**src/sv/lbd_pkg.sv**
```systemverilog
package lbd_pkg;

  localparam int unsigned CNT_W      = 20;
  localparam int unsigned POS_W      = 12;
  localparam int unsigned EXT_W      = 22;
  localparam int unsigned LEN_W      = 5;

  localparam logic             CFG_COMPRESSED = 1'b0;
  localparam logic             CFG_OUT_SIZE   = 1'b1;
  localparam logic [1:0]       HEADER_SKIP    = 2'd3;
  localparam logic [3:0]       FLAG_COUNT     = 4'd8;
  localparam logic [EXT_W-1:0] POS_BIAS       = 22'd18;
  localparam logic [LEN_W-1:0] LEN_BIAS       = 5'd3;
  localparam logic [LEN_W-1:0] LEN_MIN        = 5'd3;
  localparam logic [LEN_W-1:0] LEN_MAX        = 5'd18;

  typedef enum logic [2:0] {
    PH_HEADER,
    PH_FLAG,
    PH_LITERAL,
    PH_POSLO,
    PH_POSHI
  } phase_e;

  typedef enum logic [1:0] {
    ST_IDLE,
    ST_CHECK,
    ST_READ,
    ST_EMIT
  } state_e;

  typedef enum logic [1:0] {
    K_NONE,
    K_BYTE,
    K_REF
  } kind_e;

  typedef struct packed {
    logic take;
    logic ref_fail;
    logic ref_start;
    logic read;
    logic copy;
  } cmd_t;

  typedef struct packed {
    logic  out_free;
    kind_e kind;
    logic  ref_err;
    logic  copy_last;
  } sts_t;

endpackage

```
**src/sv/lbd_ctrl.sv**
```systemverilog
module lbd_ctrl import lbd_pkg::*; (
  input  logic clk_i,
  input  logic rst_ni,
  input  logic in_valid_i,
  output logic in_stall_o,
  input  sts_t sts_i,
  output cmd_t cmd_o
);

  state_e state_q;
  state_e state_d;

  always_ff @(posedge clk_i or negedge rst_ni) begin
    if (!rst_ni) begin
      state_q <= ST_IDLE;
    end else begin
      state_q <= state_d;
    end
  end

  always_comb begin
    state_d    = state_q;
    cmd_o      = '0;
    in_stall_o = 1'b1;
    case (state_q)
      ST_IDLE: begin
        in_stall_o = !sts_i.out_free;
        if (in_valid_i && sts_i.out_free) begin
          cmd_o.take = 1'b1;
          if (sts_i.kind == K_REF) begin
            state_d = ST_CHECK;
          end
        end
      end
      ST_CHECK: begin
        if (sts_i.ref_err) begin
          if (sts_i.out_free) begin
            cmd_o.ref_fail = 1'b1;
            state_d        = ST_IDLE;
          end
        end else begin
          cmd_o.ref_start = 1'b1;
          state_d         = ST_READ;
        end
      end
      ST_READ: begin
        cmd_o.read = 1'b1;
        state_d    = ST_EMIT;
      end
      ST_EMIT: begin
        if (sts_i.out_free) begin
          cmd_o.copy = 1'b1;
          state_d    = sts_i.copy_last ? ST_IDLE : ST_READ;
        end
      end
      default: begin
        state_d = ST_IDLE;
      end
    endcase
  end

`ifndef SYNTHESIS
  a_read_then_emit: assert property (@(posedge clk_i) disable iff (!rst_ni)
    (state_q == ST_READ) |=> (state_q == ST_EMIT))
    else $error("History read not followed by the emit step.");

  a_busy_stalls: assert property (@(posedge clk_i) disable iff (!rst_ni)
    (state_q != ST_IDLE) |-> in_stall_o)
    else $error("Input taken while a reference is in progress.");

  a_one_command: assert property (@(posedge clk_i) disable iff (!rst_ni)
    $onehot0({cmd_o.take, cmd_o.ref_fail, cmd_o.ref_start, cmd_o.read, cmd_o.copy}))
    else $error("More than one datapath command in a cycle.");
`endif

endmodule

```
**config.mk**
```make
export PLATFORM = sky130hd
export DESIGN_NAME = lbd_ctrl
export DESIGN_NICKNAME = d
export VERILOG_FILES = /design/src/sv/lbd_pkg.sv /design/src/sv/lbd_ctrl.sv
export SDC_FILE = /design/constraint.sdc
export NUM_CORES = 1
export LEC_CHECK = 0
export BUFFER_PORTS_ARGS = -buffer_cell sky130_fd_sc_hd__buf_4
export CAP_MARGIN = 20
export CORE_AREA = 2 2 39 41
export CTS_CLUSTER_DIAMETER = 150
export DETAILED_ROUTE_END_ITERATION = 7
export DIE_AREA = 0 0 41 43
export PLACE_DENSITY = 0.4
export SYNTH_ARGS = -nofsm -noshare
export SYNTH_HDL_FRONTEND = slang
export SYNTH_SLANG_ARGS = --single-unit
```
**constraint.sdc**
```tcl
create_clock -name clk_i -period 1.3 [get_ports clk_i]
set_clock_uncertainty 0.1 [all_clocks]
set_input_delay 0.26 -clock clk_i [delete_from_list [all_inputs] [get_ports clk_i]]
set_output_delay 0.26 -clock clk_i [all_outputs]
set_load 0.05 [all_outputs]
```
==> metrics.md, run 1 <==
| Metric | Value |
|---|---|
| Status | `finished with violations` |
| Failing checks | `negative setup slack` |
| Layout cells sized above 1 | `0.711` |
| Final Power | `901 uW` |
| Initial antenna violation count | `0` |
| Worst vdd ir | `0.689 mV` |
| Crit path DAT | `about 1.2 ns` |
| Die X-Extent | `a little over 40 um` |
| Total GRT Usage | `0.0744` |
| Longest Clk Path Bufs | `2` |
| DRC viols | `0` |
| WL final | `522 um` |
| Overflow left after global routing | `0` |
| Dpl hpwl | `roughly 410 um` |
| Final slew viol count | `0` |
| Number of global-route vias before repair | `208` |
| Final hold slack | `0.125 ns` |
| Drt first pass iters | `2` |
| IO Count | `14` |
| Min Tclk post-route | `1.57 ns` |
| Clock transition at path regs | `~0.030 ns` |
| Top Registers | `state_q (2)` |
| Clock Latency Late Sink | `0.22 ns` |
| N_diodes | `0` |
| Die area | `approximately 1800 um2` |
| WL per Instance | `slightly below 10 um` |
| Most flop-heavy register | `state_q` |
| Register area | `~50 um2` |
| Crit start category | `flop` |
| # setup viols final | `6` |
| Area growth syn-to-layout | `143%` |
| Seq cells post-synth | `2` |
| Post-synth net total | `25` |
| Max reg flops | `2` |
| DR vias/cell | `about 3.7` |
| Leak | `between 0.15 and 0.2 nW` |
| IO buf count | `13` |
| Die Y | `around 43 um` |
| Crit path max fanout | `2` |
| Row Count | `14` |
| Tcrit/Tclk final | `1.20` |
| Commonest non-fill, non-tap cell in the layout | `buf_4` |
| Iter 0 DRT Violations | `5` |
| Post-route ant nets | `0` |
| Via count | `slightly below 200` |
| Post-layout util | `0.277` |
| CP endpoint kind | `primary output` |
| Sequential share of the synthesized area | `0.317` |
| R2R Setup Slk | `0.22 ns` |
| RSZ-0062 raised after global routing | `yes` |
| Commonest non-fill, non-tap cells in the layout | `buf_4 (10), buf_6 (6), nand2_1 (3), clkbuf_4 (3), nor3b_2 (2)` |
| Avg Cell Area, Syn | `~9.3 um2` |
| Routability congestion estimate | `roughly 0.56` |
| Yosys cell types | `14` |
| Pwr/cell area | `approximately 2400 nW/um2` |
| CTS H-tree lvls | `1` |
| Max cap viols | `0` |
| Worst-margin pin slew | `~0.22 ns` |
| Core area | `around 1400 um2` |
| F_max | `~640 MHz` |
| Synth warn | `0` |
| Final worst setup slack | `-0.266 ns` |
| Endpoints failing hold | `0` |
| Worst slew margin | `0.851` |
| Crit path required time | `~0.94 ns` |
| Num CTS Buffers | `3` |
| CTS tree | `yes` |
| Area of the multi-input gates | `approximately 120 um2` |
| Mapped Cells | `17` |
| Fillers | `159` |
| Largest net degree at the start of global routing | `7` |
| First-pass GRT wire length | `~800 um` |
| Sink Count | `2` |
| Min-delay worst type | `input port to flop` |
| Starting Density | `0.114` |
| Root Buffer | `clkbuf_4` |
| Fin nets | `between 40 and 50` |
| Kind of critical path | `flop to primary output` |
| Synthesized cell area | `158 um2` |
-- what timing repair did --
action / in CTS / in global routing
hold buffers: 1 / 0
setup buffers: 0 / 1
endpoints found under the setup margin: 6 / 6
gates resized for setup: 10 / 0
endpoints found under the hold margin: 2 / 0
pin swaps: 1 / 1
-- worst paths after layout --
| path | start | end | depth (start not counted) |
|---|---|---|---|
| setup / recovery | state_q[0]$_DFFE_PN0P_ | cmd_o[4] | 4 |
| hold / removal | sts_i[2] | state_q[0]$_DFFE_PN0P_ | 2 |
| hold reg to reg | state_q[0]$_DFFE_PN0P_ | state_q[0]$_DFFE_PN0P_ | 2 |
| setup reg to reg | state_q[0]$_DFFE_PN0P_ | state_q[0]$_DFFE_PN0P_ | 4 |
| min in group asynchronous | rst_ni | state_q[1]$_DFFE_PN0P_ | 2 |
| max in group asynchronous | rst_ni | state_q[1]$_DFFE_PN0P_ | 2 |
-- area by class of cell --
type / instances / area share
sequential: 2 / 0.134
timing repair buffer: 18 / 0.438
tap: 16 / 0.0523
inverter: 1 / 0.00980
multi-input combinational: 14 / 0.307
clock buffer: 3 / 0.0588
-- power by group --
| group | leakage (nW) | switching (mW) | internal (mW) |
|---|---|---|---|
| Sequential | 0.0223 | 0.0404 | 0.0985 |
| Clock | 0.0138 | 0.0334 | 0.102 |
| Combinational | 0.148 | 0.320 | 0.307 |
| Total | 0.185 | 0.394 | 0.507 |
-- critical path: stages, from the launching register on --
cell,delay (ns)
dfrtp_1,0.37
nand2b_4,0.14
or2_4,0.24
nor2_4,0.08
buf_6,0.15
-- per-layer routing --
| metal | vias to the layer above | wire length, um | global-route usage |
|---|---|---|---|
| li1 | 101 | - | - |
| met5 | - | 0 | 0 |
| met2 | 9 | 274 | 0.113 |
| met1 | 89 | 205 | 0.0742 |
| met4 | 0 | 0 | 0.0800 |
| met3 | 0 | 42 | 0.0157 |
-- synth_stat cells --
library cell  instances  share of area
nand3_1               1          0.032
and3_2                1          0.048
nand2b_4              1          0.087
a2bb2oi_1             1          0.056
o31ai_1               1          0.048
nor2_2                1          0.040
a21o_1                1          0.048
nor3b_1               1          0.048
nor3b_2               1          0.079
and2b_1               1          0.048
or2_4                 1          0.056
nand2_1               3          0.071
dfrtp_1               2           0.32
inv_1                 1          0.024
-- cells by family after synthesis --
| logic type | after synthesis | share of synthesized area |
|---|---|---|
| compound gates | 3 | 0.151 |
| flops | 2 | 0.317 |
| simple gates | 11 | 0.508 |
| buf+inv | 1 | 0.0238 |
-- stage by stage --
step / setup TNS [ns] / cells / instance area, um2 / setup WS (ns)
after floorplan: -0.708 / 17 / 168 / -0.198
after CTS: -1.26 / 53 / 375 / -0.285
final: -1.17 / 54 / 383 / -0.266
after global routing: -1.60 / 54 / 383 / -0.336
after detailed placement: -0.0859 / 49 / 308 / -0.0667
after global placement: -0.0525 / 49 / 308 / -0.0416
No activity file was read; power rests on OpenSTA's default activity.
==> run 2: changes to the inputs <==
- CELL_PAD_IN_SITES_DETAIL_PLACEMENT: default -> 1
- CELL_PAD_IN_SITES_GLOBAL_PLACEMENT: default -> 2
- PLACE_DENSITY: 0.4 -> 0.61
==> run 2 against run 1 <==
The run still ends with negative setup slack left. Fmax is 0.27% lower. Cell area is 5.6% lower. Register-to-register slack hardly changed. Critical path type unchanged. Largest power group unchanged.
==> metrics.md, run 2 (synthesis gave the netlist of run 1 again) <==
| Metric | Value |
|---|---|
| CP endpoint kind | `primary output` |
| Number of global-route vias before repair | `roughly 240` |
| Max cap viols | `0` |
| Fillers | `approximately 160` |
| F_max | `around 640 MHz` |
| Kind of critical path | `flop to primary output` |
| RSZ-0062 raised after global routing | `yes` |
| Sw power | `approximately 390 uW` |
| Worst vdd ir | `around 0.61 mV` |
| Final hold slack | `0.119 ns` |
| Net Sw Frac | `0.458` |
| IO Count | `14` |
| Endpoints failing hold | `0` |
| Pwr/cell area | `2330 nW/um2` |
| Placed Area | `around 300 um2` |
| Num CTS Buffers | `3` |
| Fin nets | `between 40 and 50` |
| Clock Latency Late Sink | `around 0.22 ns` |
| Final slew viol count | `0` |
| Die X-Extent | `41 um` |
| Root Buffer | `clkbuf_4` |
| First-pass GRT wire length | `~960 um` |
| Crit path required time | `~0.94 ns` |
| Tcrit/Tclk final | `1.21` |
| Die Y | `roughly 43 um` |
| Area growth syn-to-layout | `129%` |
| Crit start category | `flop` |
| Met2 WL | `approximately 260 um` |
| Core area | `1380 um2` |
| Clock transition at path regs | `about 0.03 ns` |
| CTS tree | `yes` |
| WL final | `approximately 570 um` |
| Worst-margin pin slew | `roughly 0.20 ns` |
| Commonest non-fill, non-tap cell in the layout | `buf_4` |
| Longest Clk Path Bufs | `2` |
| CTS H-tree lvls | `1` |
| Sequential share of power | `0.138` |
| Drt first pass iters | `1` |
| Non-filler instance count after layout | `52` |
| Min-delay worst type | `input port to flop` |
| Dpl hpwl | `434 um` |
| DR WL met3 | `between 60 and 70 um` |
| Overflow left after global routing | `0` |
| Leak | `0.178 nW` |
| Final Power | `between 800 and 900 uW` |
| Via count | `approximately 210` |
| Status | `finished with violations` |
| Setup Fix Bufs, Post-CTS | `0` |
| Min Tclk post-route | `~1.6 ns` |
| Commonest non-fill, non-tap cells in the layout | `buf_4 (9), buf_6 (6), nand2_1 (3), clkbuf_4 (3), dfrtp_1 (2)` |
| WL per Instance | `around 11 um` |
| Layout cells sized above 1 | `0.667` |
| Post-route ant nets | `0` |
| DRT met1 WL | `around 220 um` |
| Cell-internal power | `approximately 460 uW` |
| Area of the multi-input gates | `between 100 and 150 um2` |
| Top Registers | `state_q (2)` |
| Sink Count | `2` |
| Final TNS setup | `-1.20 ns` |
| IO buf count | `13` |
| Max reg flops | `2` |
| Final worst setup slack | `-0.271 ns` |
| Iter 0 DRT Violations | `0` |
| Post-layout util | `0.261` |
| Row Count | `14` |
| Total GRT Usage | `0.0884` |
| Largest net degree at the start of global routing | `7` |
| Cells after DPL | `between 40 and 50` |
| Crit path DAT | `roughly 1.2 ns` |
| Starting Density | `0.114` |
| Top routing layer in use | `met4` |
| Register area | `50.0 um2` |
| Routability congestion estimate | `between 0.6 and 0.7` |
| DR vias/cell | `roughly 4.0` |
| Final instance area | `approximately 360 um2` |
| Pre-CTS setup slack | `-0.0639 ns` |
| Most flop-heavy register | `state_q` |
| Worst slew margin | `0.869` |
| Logic pwr share | `0.700` |
| # setup viols final | `6` |
| Crit path max fanout | `2` |
| DRC viols | `0` |
| N_diodes | `0` |
| Failing checks | `negative setup slack` |
| Die area | `1760 um2` |
| Clock Power Share | `0.162` |
| Initial antenna violation count | `0` |
[run 2: what timing repair did]
| action | CTS | global route |
|---|---|---|
| endpoints found under the hold margin | 2 | 0 |
| resized for setup | 7 | 0 |
| setup endpoints to repair | 6 | 6 |
| hold buffers | 1 | 0 |
[run 2: power by group through the flow]
stage	logic [mW]	clock network (mW)	registers, mW
global placement	0.517	0	0.111
detailed placement	0.529	0	0.115
global route	0.629	0.147	0.122
CTS	0.593	0.143	0.118
finish	0.591	0.137	0.117
floorplan	0.322	0	0.138
[run 2: worst paths after layout]
| kind | start | end | slack [ns] | cells past startpoint |
|---|---|---|---|---|
| setup / recovery | state_q[0]$_DFFE_PN0P_ | cmd_o[4] | -0.27 | 4 |
| hold / removal | sts_i[2] | state_q[0]$_DFFE_PN0P_ | 0.12 | 2 |
| setup reg to reg | state_q[0]$_DFFE_PN0P_ | state_q[0]$_DFFE_PN0P_ | 0.23 | 4 |
| hold reg to reg | state_q[0]$_DFFE_PN0P_ | state_q[0]$_DFFE_PN0P_ | 0.47 | 2 |
| max in group asynchronous | rst_ni | state_q[1]$_DFFE_PN0P_ | 0.75 | 2 |
| min in group asynchronous | rst_ni | state_q[0]$_DFFE_PN0P_ | 0.26 | 2 |
[run 2: cell type report]
cell class              count  share of cell area
multi-input cells          14               0.332
repair buffers             16               0.401
flip-flops and latches      2               0.138
inverters                   1              0.0104
well taps                  16              0.0554
clock buffers               3              0.0623
[run 2: critical path, stage by stage, from the launching register on]
cell and delay [ns]:
dfrtp_1 0.37, nand2b_4 0.14, or2_4 0.24, nor2_4 0.08
buf_6 0.16
[run 2: layer usage]
| layer | vias up | GRT usage |
|---|---|---|
| li1 | 97 | - |
| met1 | 92 | 0.0836 |
| met2 | 16 | 0.134 |
| met3 | 4 | 0.0209 |
| met4 | 0 | 0.100 |
| met5 | - | 0 |
